### src/rtl/spq_ram.sv
module spq_ram #(
    parameter int WIDTH = 8,
    parameter int DEPTH = 2
) (
    input  logic                     clk,
    input  logic                     we,
    input  logic [$clog2(DEPTH)-1:0] waddr,
    input  logic [WIDTH-1:0]         wdata,
    input  logic                     re,
    input  logic [$clog2(DEPTH)-1:0] raddr,
    output logic [WIDTH-1:0]         rdata
);

    logic [WIDTH-1:0] mem [DEPTH];

    always_ff @(posedge clk)
    begin
        if (we)
        begin
            mem[waddr] <= wdata;
        end
        if (re)
        begin
            rdata <= mem[raddr];
        end
    end

endmodule
### config.mk
export PLATFORM = sky130hd
export DESIGN_NAME = spq_ram
export DESIGN_NICKNAME = d
export VERILOG_FILES = /design/src/rtl/spq_ram.sv
export SDC_FILE = /design/constraint.sdc
export NUM_CORES = 1
export LEC_CHECK = 0
export BUFFER_PORTS_ARGS = -buffer_cell sky130_fd_sc_hd__buf_2
export CAP_MARGIN = 20
export CORE_MARGIN = 5
export CORE_UTILIZATION = 45
export CTS_CLUSTER_SIZE = 28
export DETAILED_ROUTE_END_ITERATION = 16
export GPL_TIMING_DRIVEN = 0
export PLACE_DENSITY = 0.69
export SKIP_CTS_REPAIR_TIMING = 1
export SKIP_LAST_GASP = 1
export SYNTH_ARGS = -nofsm -noshare
export SYNTH_HDL_FRONTEND = slang
export SYNTH_SLANG_ARGS = --single-unit
### constraint.sdc
create_clock -name clk -period 0.9 [get_ports clk]
set_input_delay 0.18 -clock clk [delete_from_list [all_inputs] [get_ports clk]]
set_output_delay 0.18 -clock clk [all_outputs]
set_load 0.1 [all_outputs]
==> results of run 1 <==
[Yosys cell counts]
master	count	share of area, %
and2_1	1	0.72
mux2_4	8	14
nor2b_1	1	0.72
buf_6	1	1.3
edfxtp_1	24	83
[layout make-up]
type	count	area share [%]
tap	25	2.92
clock inverter	1	0.351
timing repair buffer	19	13.6
multi-input combinational	10	12.6
sequential	24	67.4
buffer	1	1.05
clock buffer	3	2.11
[registers in the layout, summed over array words and instances, names as in the netlist]
register	cells
rdata	8
mem	16
[worst max path at each step]
stage | endpoint | cells after the start | slack, ns
after floorplan | rdata[0] | 0 | -0.18
after global placement | mem[0][5] | 2 | -0.11
after detailed placement | mem[0][7] | 2 | -0.11
after CTS | rdata[4] | 1 | -0.35
after global routing | rdata[0] | 1 | -0.25
final | rdata[6] | 1 | -0.18
[per-layer routing]
layer  vias to the layer above  routed length (microns)  GRT usage [%]
met1                       174                      373           8.35
met2                        17                      537           13.5
li1                        186                        -              -
met5                         -                        0              0
met4                         0                        0           3.83
met3                         0                       91           2.49
[cell families after synthesis]
group / after synthesis / share of synthesized area [%]
DFF: 24 / 83.4
muxes: 8 / 13.9
buffers and inverters: 1 / 1.30
and+or+nand+nor: 2 / 1.45
[cell usage in the layout, fill, tap and decap left out]
cell type	synthesis	final
mux2_4	8	8
buf_2	0	11
edfxtp_1	24	24
and2_1	1	1
buf_6	1	9
clkbuf_4	0	3
nor2b_2	0	1
clkinv_1	0	1
[stage by stage]
stage / setup slack (ns) / total power [mW]
after floorplan: -0.184 / 1.63
after global placement: -0.113 / 1.70
after detailed placement: -0.109 / 1.70
after CTS: -0.353 / 2.14
after global routing: -0.249 / 2.25
final: -0.177 / 2.16
[where the power goes]
part	leakage, nW	internal (mW)	switching, mW	total (mW)
logic	0.169	0.120	0.247	0.368
clock network	0.0154	0.161	0.285	0.446
registers	0.228	1.32	0.0221	1.34
==> flow_metrics.env, run 1 <==
export IMPL_die_y_microns=53.8
export IMPL_antenna_cells=0
export IMPL_hold_path_startpoint="wdata[6]"
export IMPL_n_fill_cell=127
export IMPL_maxCapViolCount=0
export IMPL_cts_htree_levels=1
export IMPL_relSlewSlack_pct=73.1
export IMPL_hold_violations=0
export IMPL_dp_cells=79
export IMPL_synth_seq_cells=24
export IMPL_wire_per_inst_microns=12.1
export IMPL_ant_nets=0
export IMPL_cts_tree="built"
export IMPL_vias_per_cell=4.54
export IMPL_timing_hold_ws_ns=0.0564
export IMPL_crit_family="flip-flops"
export IMPL_path_class="reg -> out"
export IMPL_cts_buffers_inserted=3
export IMPL_drtPass1Iterations=4
export IMPL_end_kind="primary output"
export IMPL_fin_area_sq_um=1070
export IMPL_drive_above_1_share_pct=55.2
export IMPL_worstSetupStartpointType="flop"
export IMPL_cp_max_fo=1
export IMPL_synth_fp_nets=48
export IMPL_vdd_ir_drop_max_uv=1340
export IMPL_worstHoldPathCells=1
export IMPL_clk_latency_ns=0.30
export IMPL_finalCritPeriodShare_pct=120
export IMPL_yosysSeqAreaShare_pct=83.4
export IMPL_rrSetupSlack_ns=0.01
export IMPL_tightest_slew_ns=0.402
export IMPL_synth_warnings=0
export IMPL_violations="setup timing"
export IMPL_reg2regPathDepth=1
export IMPL_rsz0062_at_grt="true"
export IMPL_cts_root_buf="clkbuf_4"
export IMPL_die_area_sq_um=2900
export IMPL_synth_cells=35
export IMPL_path_clk_slew_ns=0.12
export IMPL_crit_arrival_ns=0.90
export IMPL_setup_tns_ns=-1.38
export IMPL_slowest_delay_ns=0.40
export IMPL_status="finished with violations"
export IMPL_timing_rr_end="rdata[6]"
export IMPL_fin_nets=72
export IMPL_cts_path_max_buffers=2
export IMPL_design_core_area_sq_um=1780
export IMPL_skew_ns=0.00357
export IMPL_worst_slack_ns=-0.177
export IMPL_critical_path_cell_chain="buf_6"
export IMPL_regArea_sq_um=721
export IMPL_grt_max_degree=14
export IMPL_drtIter0Drc=10
export IMPL_overflow=0
export IMPL_p_per_area_nw_per_um2=2010
export IMPL_multi_input_area_sq_um=135
export IMPL_grt_pass1_wl_microns=1520
export IMPL_io_pins=21
export IMPL_cts_sinks=24
export IMPL_gp_congestion=0.603
export IMPL_routed_wl_microns=1000
export IMPL_ys_types=5
export IMPL_crit_buf_inv=1
export IMPL_slowest_stage="edfxtp_1"
export IMPL_cp_data_required_time_ns=0.72
export IMPL_p_leak_nw=0.413
export IMPL_holdPathEnd="mem[1][6]"
export IMPL_grt_pass1_vias=363
export IMPL_initial_core_util_pct=48.5
export IMPL_finalMaxSlewViolations=0
export IMPL_grt_use_total_pct=7.75
export IMPL_final_cells=83
export IMPL_hp_class="in -> reg"
export IMPL_setup_violations=8
export IMPL_startpoint="rdata[6]"
export IMPL_drc=0
export IMPL_postPlaceCellArea_sq_um=993
export IMPL_vias=377
export IMPL_area_growth_pct=23.7
export IMPL_syn_area_sq_um=865
export IMPL_grt_antenna_before_repair=0
export IMPL_max_freq_mhz=928
export IMPL_final_core_util_pct=60.0
export IMPL_rr_startpoint="mem[0][6]"
export IMPL_period_needed_ns=1.08
export IMPL_rows=15
export IMPL_die_x_microns=53.8
export IMPL_syn_area_per_cell_sq_um=24.7
export IMPL_port_buffer_count=19
Power figures use the tool's default switching activity.
==> inputs of run 2 (changes only) <==
--- a/config.mk
+++ b/config.mk
@@ -9,10 +9,11 @@
 export CAP_MARGIN = 20
 export CORE_MARGIN = 5
 export CORE_UTILIZATION = 45
+export CTS_CLUSTER_DIAMETER = 30
 export CTS_CLUSTER_SIZE = 28
 export DETAILED_ROUTE_END_ITERATION = 16
 export GPL_TIMING_DRIVEN = 0
-export PLACE_DENSITY = 0.69
+export PLACE_DENSITY = 0.72
 export SKIP_CTS_REPAIR_TIMING = 1
 export SKIP_LAST_GASP = 1
 export SYNTH_ARGS = -nofsm -noshare
==> run 2 against run 1 <==
The flow still finishes with violations (setup timing). Utilization shrank 0.21 points. Critical path depth is the same. Cell count decreased by 1.2%. Critical path type unchanged. Critical endpoint is now rdata[1].
==> flow_metrics.env, run 2 (synthesized netlist as in run 1, its figures left out) <==
export IMPL_period_needed_ns=1.08
export IMPL_setup_violations=8
export IMPL_vdd_ir_drop_max_uv=1030
export IMPL_multi_input_area_sq_um=135
export IMPL_die_x_microns=53.8
export IMPL_status="finished with violations"
export IMPL_relSlewSlack_pct=73.7
export IMPL_worst_slack_ns=-0.184
export IMPL_regArea_sq_um=721
export IMPL_cts_path_max_buffers=2
export IMPL_rsz0062_at_grt="true"
export IMPL_cts_buffers_inserted=3
export IMPL_hp_class="in -> reg"
export IMPL_initial_core_util_pct=48.5
export IMPL_gp_congestion=0.618
export IMPL_postPlaceCellArea_sq_um=993
export IMPL_cts_htree_levels=1
export IMPL_cts_sinks=24
export IMPL_clk_latency_ns=0.30
export IMPL_io_pins=21
export IMPL_max_freq_mhz=922
export IMPL_slowest_stage="edfxtp_1"
export IMPL_path_clk_slew_ns=0.11
export IMPL_wire_per_inst_microns=12.7
export IMPL_finalMaxSlewViolations=0
export IMPL_layout_common_cells="edfxtp_1, buf_2, buf_6, mux2_4, clkbuf_4"
export IMPL_grt_pass1_wl_microns=1540
export IMPL_drtPass1Iterations=2
export IMPL_vias=370
export IMPL_wl_met2_microns=528
export IMPL_largest_register="mem"
export IMPL_area_growth_pct=23.3
export IMPL_antenna_cells=0
export IMPL_largest_reg_flops=16
export IMPL_end_kind="primary output"
export IMPL_finalCritPeriodShare_pct=120
export IMPL_met3WireLength_microns=83
export IMPL_cp_max_fo=1
export IMPL_p_per_area_nw_per_um2=2010
export IMPL_grt_pass1_vias=363
export IMPL_grt_max_degree=13
export IMPL_fin_nets=72
export IMPL_routed_top_layer="met4"
export IMPL_drtIter0Drc=5
export IMPL_drive_above_1_share_pct=56.1
export IMPL_timing_hold_ws_ns=0.0551
export IMPL_final_cells=82
export IMPL_die_area_sq_um=2900
export IMPL_design_core_area_sq_um=1780
export IMPL_skew_ns=0.00222
export IMPL_worstSetupStartpointType="flop"
export IMPL_vias_per_cell=4.51
export IMPL_dp_cells=79
export IMPL_maxCapViolCount=0
export IMPL_overflow=0
export IMPL_rows=15
export IMPL_port_buffer_count=19
export IMPL_mostFrequentLayoutCell="edfxtp_1"
export IMPL_path_class="reg -> out"
export IMPL_fin_area_sq_um=1070
export IMPL_ant_nets=0
export IMPL_routed_wl_microns=1040
export IMPL_slowest_delay_ns=0.40
export IMPL_wl_met1_microns=400
export IMPL_grt_use_total_pct=8.29
export IMPL_violations="setup timing"
export IMPL_cp_data_required_time_ns=0.72
export IMPL_drc=0
export IMPL_crit_buf_inv=1
export IMPL_hold_violations=0
export IMPL_critical_path_cell_chain="buf_6"
export IMPL_largest_registers="mem: 16 flops, rdata: 8 flops"
export IMPL_cts_root_buf="clkbuf_4"
export IMPL_n_fill_cell=130
export IMPL_crit_arrival_ns=0.90
export IMPL_cts_tree="built"
export IMPL_grt_antenna_before_repair=0
export IMPL_die_y_microns=53.8
export IMPL_p_leak_nw=0.412
export IMPL_crit_family="flip-flops"
export IMPL_tightest_slew_ns=0.393
-- run 2: path summary, 6_finish.rpt --
kind                                start         to  slack [ns]  cells past startpoint
worst max-delay path             rdata[1]   rdata[1]       -0.18                      1
worst min-delay path             wdata[3]  mem[0][3]        0.06                      1
worst max register to register  mem[0][0]   rdata[0]        0.01                      1
worst min register to register  mem[1][1]   rdata[1]        0.56                      1
-- run 2: cell type report --
class / count / share of cell area, %
Sequential cell: 24 / 67.6
Timing Repair Buffer: 19 / 13.6
Multi-Input combinational cell: 10 / 12.7
Tap cell: 25 / 2.93
Clock buffer: 3 / 2.11
Buffer: 1 / 1.06
-- run 2: stage by stage --
stage               utilization (%)  setup WS, ns  TNS (ns)  power (mW)
floorplan                         -        -0.184     -1.47        1.63
global placement               55.7        -0.118     -1.66        1.69
detailed placement             55.7       -0.0888     -1.36        1.70
CTS                            57.0        -0.362     -2.81        2.13
global route                   59.8        -0.233     -1.86        2.25
finish                         59.8        -0.184     -1.42        2.15
-- run 2: per-layer routing --
layer,track usage [%],vias to the layer above
met3,3.32,3
met5,0,-
met4,7.66,0
met1,8.74,169
li1,-,181
met2,12.5,17
-- run 2: where the power goes --
| part | switching [mW] | internal [mW] | total, mW | leakage, nW |
|---|---|---|---|---|
| sequential | 0.0234 | 1.32 | 1.34 | 0.228 |
| clock | 0.280 | 0.156 | 0.436 | 0.0138 |
| combinational | 0.247 | 0.120 | 0.367 | 0.169 |
| total | 0.550 | 1.60 | 2.15 | 0.412 |
==> inputs of run 3 (changes only) <==
--- a/config.mk
+++ b/config.mk
@@ -8,12 +8,11 @@
 export BUFFER_PORTS_ARGS = -buffer_cell sky130_fd_sc_hd__buf_2
 export CAP_MARGIN = 20
 export CORE_MARGIN = 5
-export CORE_UTILIZATION = 45
-export CTS_CLUSTER_DIAMETER = 30
+export CORE_UTILIZATION = 48
 export CTS_CLUSTER_SIZE = 28
 export DETAILED_ROUTE_END_ITERATION = 16
 export GPL_TIMING_DRIVEN = 0
-export PLACE_DENSITY = 0.72
+export PLACE_DENSITY = 0.73
 export SKIP_CTS_REPAIR_TIMING = 1
 export SKIP_LAST_GASP = 1
 export SYNTH_ARGS = -nofsm -noshare
==> constraint.sdc (replaced) <==
create_clock -name clk -period 1.2 [get_ports clk]
set_input_delay 0.24 -clock clk [delete_from_list [all_inputs] [get_ports clk]]
set_output_delay 0.24 -clock clk [all_outputs]
set_load 0.1 [all_outputs]
==> run 3 against run 2 <==
The flow now finishes without violations. Clock skew is 0.0049 ns higher. Worst hold slack improved by 0.046 ns. Register-to-register slack improved by 0.29 ns. Critical path depth did not move. Sequential share of layout area down 1.7 points. Die area fell by 5.1%. Setup slack better by 0.23 ns. Sequential power shrank 25%. Critical path type unchanged. Highest routed layer unchanged.
==> flow_metrics.env, run 3 (synthesized netlist as in run 1, its figures left out) <==
export IMPL_drive_above_1_share_pct=55.2
export IMPL_vdd_ir_drop_max_uv=1010
export IMPL_largest_reg_flops=16
export IMPL_dpl_worst_slack_ns=-0.0830
export IMPL_cts_tree="built"
export IMPL_hold_violations=0
export IMPL_area_growth_pct=26.5
export IMPL_crit_arrival_ns=0.92
export IMPL_final_cells=83
export IMPL_skew_ns=0.00709
export IMPL_finalPower_mw=1.86
export IMPL_grt_use_total_pct=9.30
export IMPL_routed_wl_microns=1060
export IMPL_timing_hold_ws_ns=0.101
export IMPL_cts_root_buf="clkbuf_4"
export IMPL_grt_pass1_wl_microns=1690
export IMPL_cts_path_max_buffers=2
export IMPL_setup_violations=0
export IMPL_cts_sinks=24
export IMPL_vias=387
export IMPL_internal_power_mw=1.42
export IMPL_dp_cells=79
export IMPL_finalMaxSlewViolations=0
export IMPL_n_fill_cell=134
export IMPL_swShare_pct=23.6
export IMPL_hp_class="in -> reg"
export IMPL_wire_per_inst_microns=12.8
export IMPL_largest_register="mem"
export IMPL_tightest_slew_ns=0.710
export IMPL_critical_path_cell_chain="buf_6"
export IMPL_die_area_sq_um=2750
export IMPL_grt_pass1_vias=405
export IMPL_max_freq_mhz=864
export IMPL_slowest_delay_ns=0.40
export IMPL_io_pins=21
export IMPL_p_seq_share_pct=54.3
export IMPL_grt_max_degree=15
export IMPL_cts_buffers_inserted=3
export IMPL_design_core_area_sq_um=1730
export IMPL_rsz0062_at_grt="true"
export IMPL_cts_htree_levels=1
export IMPL_path_clk_slew_ns=0.13
export IMPL_die_y_microns=52.4
export IMPL_status="completed"
export IMPL_die_x_microns=52.4
export IMPL_end_kind="primary output"
export IMPL_rows=15
export IMPL_drtPass1Iterations=3
export IMPL_p_leak_nw=0.425
export IMPL_drtIter0Drc=1
export IMPL_cp_data_required_time_ns=0.96
export IMPL_clk_latency_ns=0.32
export IMPL_mostFrequentLayoutCell="edfxtp_1"
export IMPL_finalCritPeriodShare_pct=96.4
export IMPL_maxCapViolCount=0
export IMPL_share_comb_of_total_power_pct=14.8
export IMPL_regArea_sq_um=721
export IMPL_slowest_stage="edfxtp_1"
export IMPL_crit_buf_inv=1
export IMPL_ant_nets=0
export IMPL_worst_slack_ns=0.0427
export IMPL_fin_nets=72
export IMPL_vias_per_cell=4.66
export IMPL_largest_registers="mem: 16 flops, rdata: 8 flops"
export IMPL_cp_max_fo=1
export IMPL_initial_core_util_pct=50.1
export IMPL_p_per_area_nw_per_um2=1700
export IMPL_crit_family="flip-flops"
export IMPL_port_buffer_count=19
export IMPL_overflow=0
export IMPL_period_needed_ns=1.16
export IMPL_worstSetupStartpointType="flop"
export IMPL_drc=0
export IMPL_gp_congestion=0.601
export IMPL_switching_power_mw=0.439
export IMPL_path_class="reg -> out"
export IMPL_layout_common_cells="edfxtp_1, buf_2, buf_6, mux2_4, clkbuf_4"
export IMPL_grt_antenna_before_repair=0
export IMPL_multi_input_area_sq_um=133
export IMPL_relSlewSlack_pct=52.6
export IMPL_antenna_cells=0
export IMPL_pwr_share_clk_pct=30.9
-- run 3: cell count changes in the layout (fill, tap and decap cells not counted), sizes merged --
cell	previous run	this run
bufinv	0	1
-- run 3: through the flow --
stage / area (sq um) / utilization (%) / setup TNS, ns
6_report: 1090 / 63.3 / 0
5_1_grt: 1090 / 63.3 / -0.0238
4_1_cts: 1040 / 60.4 / -0.966
3_5_place_dp: 991 / 57.4 / -0.663
3_3_place_gp: 991 / 57.4 / -0.539
2_1_floorplan: 865 / - / 0
-- run 3: power by group through the flow --
stage	sequential (mW)	clock (mW)	combinational [mW]
CTS	1.00	0.583	0.254
global placement	1.02	0	0.250
global route	1.01	0.614	0.286
floorplan	1.17	0	0.0573
detailed placement	1.02	0	0.254
finish	1.01	0.574	0.275
-- run 3: path summary, 6_finish.rpt --
kind | slack (ns) | depth (start not counted) | startpoint | end
hold reg to reg | 0.56 | 1 | mem[0][2] | rdata[2]
setup / recovery | 0.04 | 1 | rdata[5] | rdata[5]
setup reg to reg | 0.30 | 1 | mem[1][7] | rdata[7]
hold / removal | 0.10 | 1 | wdata[1] | mem[0][1]
-- run 3: per-layer routing --
| metal | routed length, microns | global-route usage (%) |
|---|---|---|
| met2 | 527 | 14.9 |
| met3 | 109 | 3.70 |
| met5 | 0 | 0 |
| met1 | 393 | 9.36 |
| met4 | 28 | 7.66 |
-- run 3: final cells by class --
cell class,count,area share (%)
Buffer,1,1.03
Sequential cell,24,65.9
Timing Repair Buffer,19,13.3
Clock inverter,1,2.75
Clock buffer,3,2.06
Multi-Input combinational cell,10,12.1
Tap cell,25,2.86
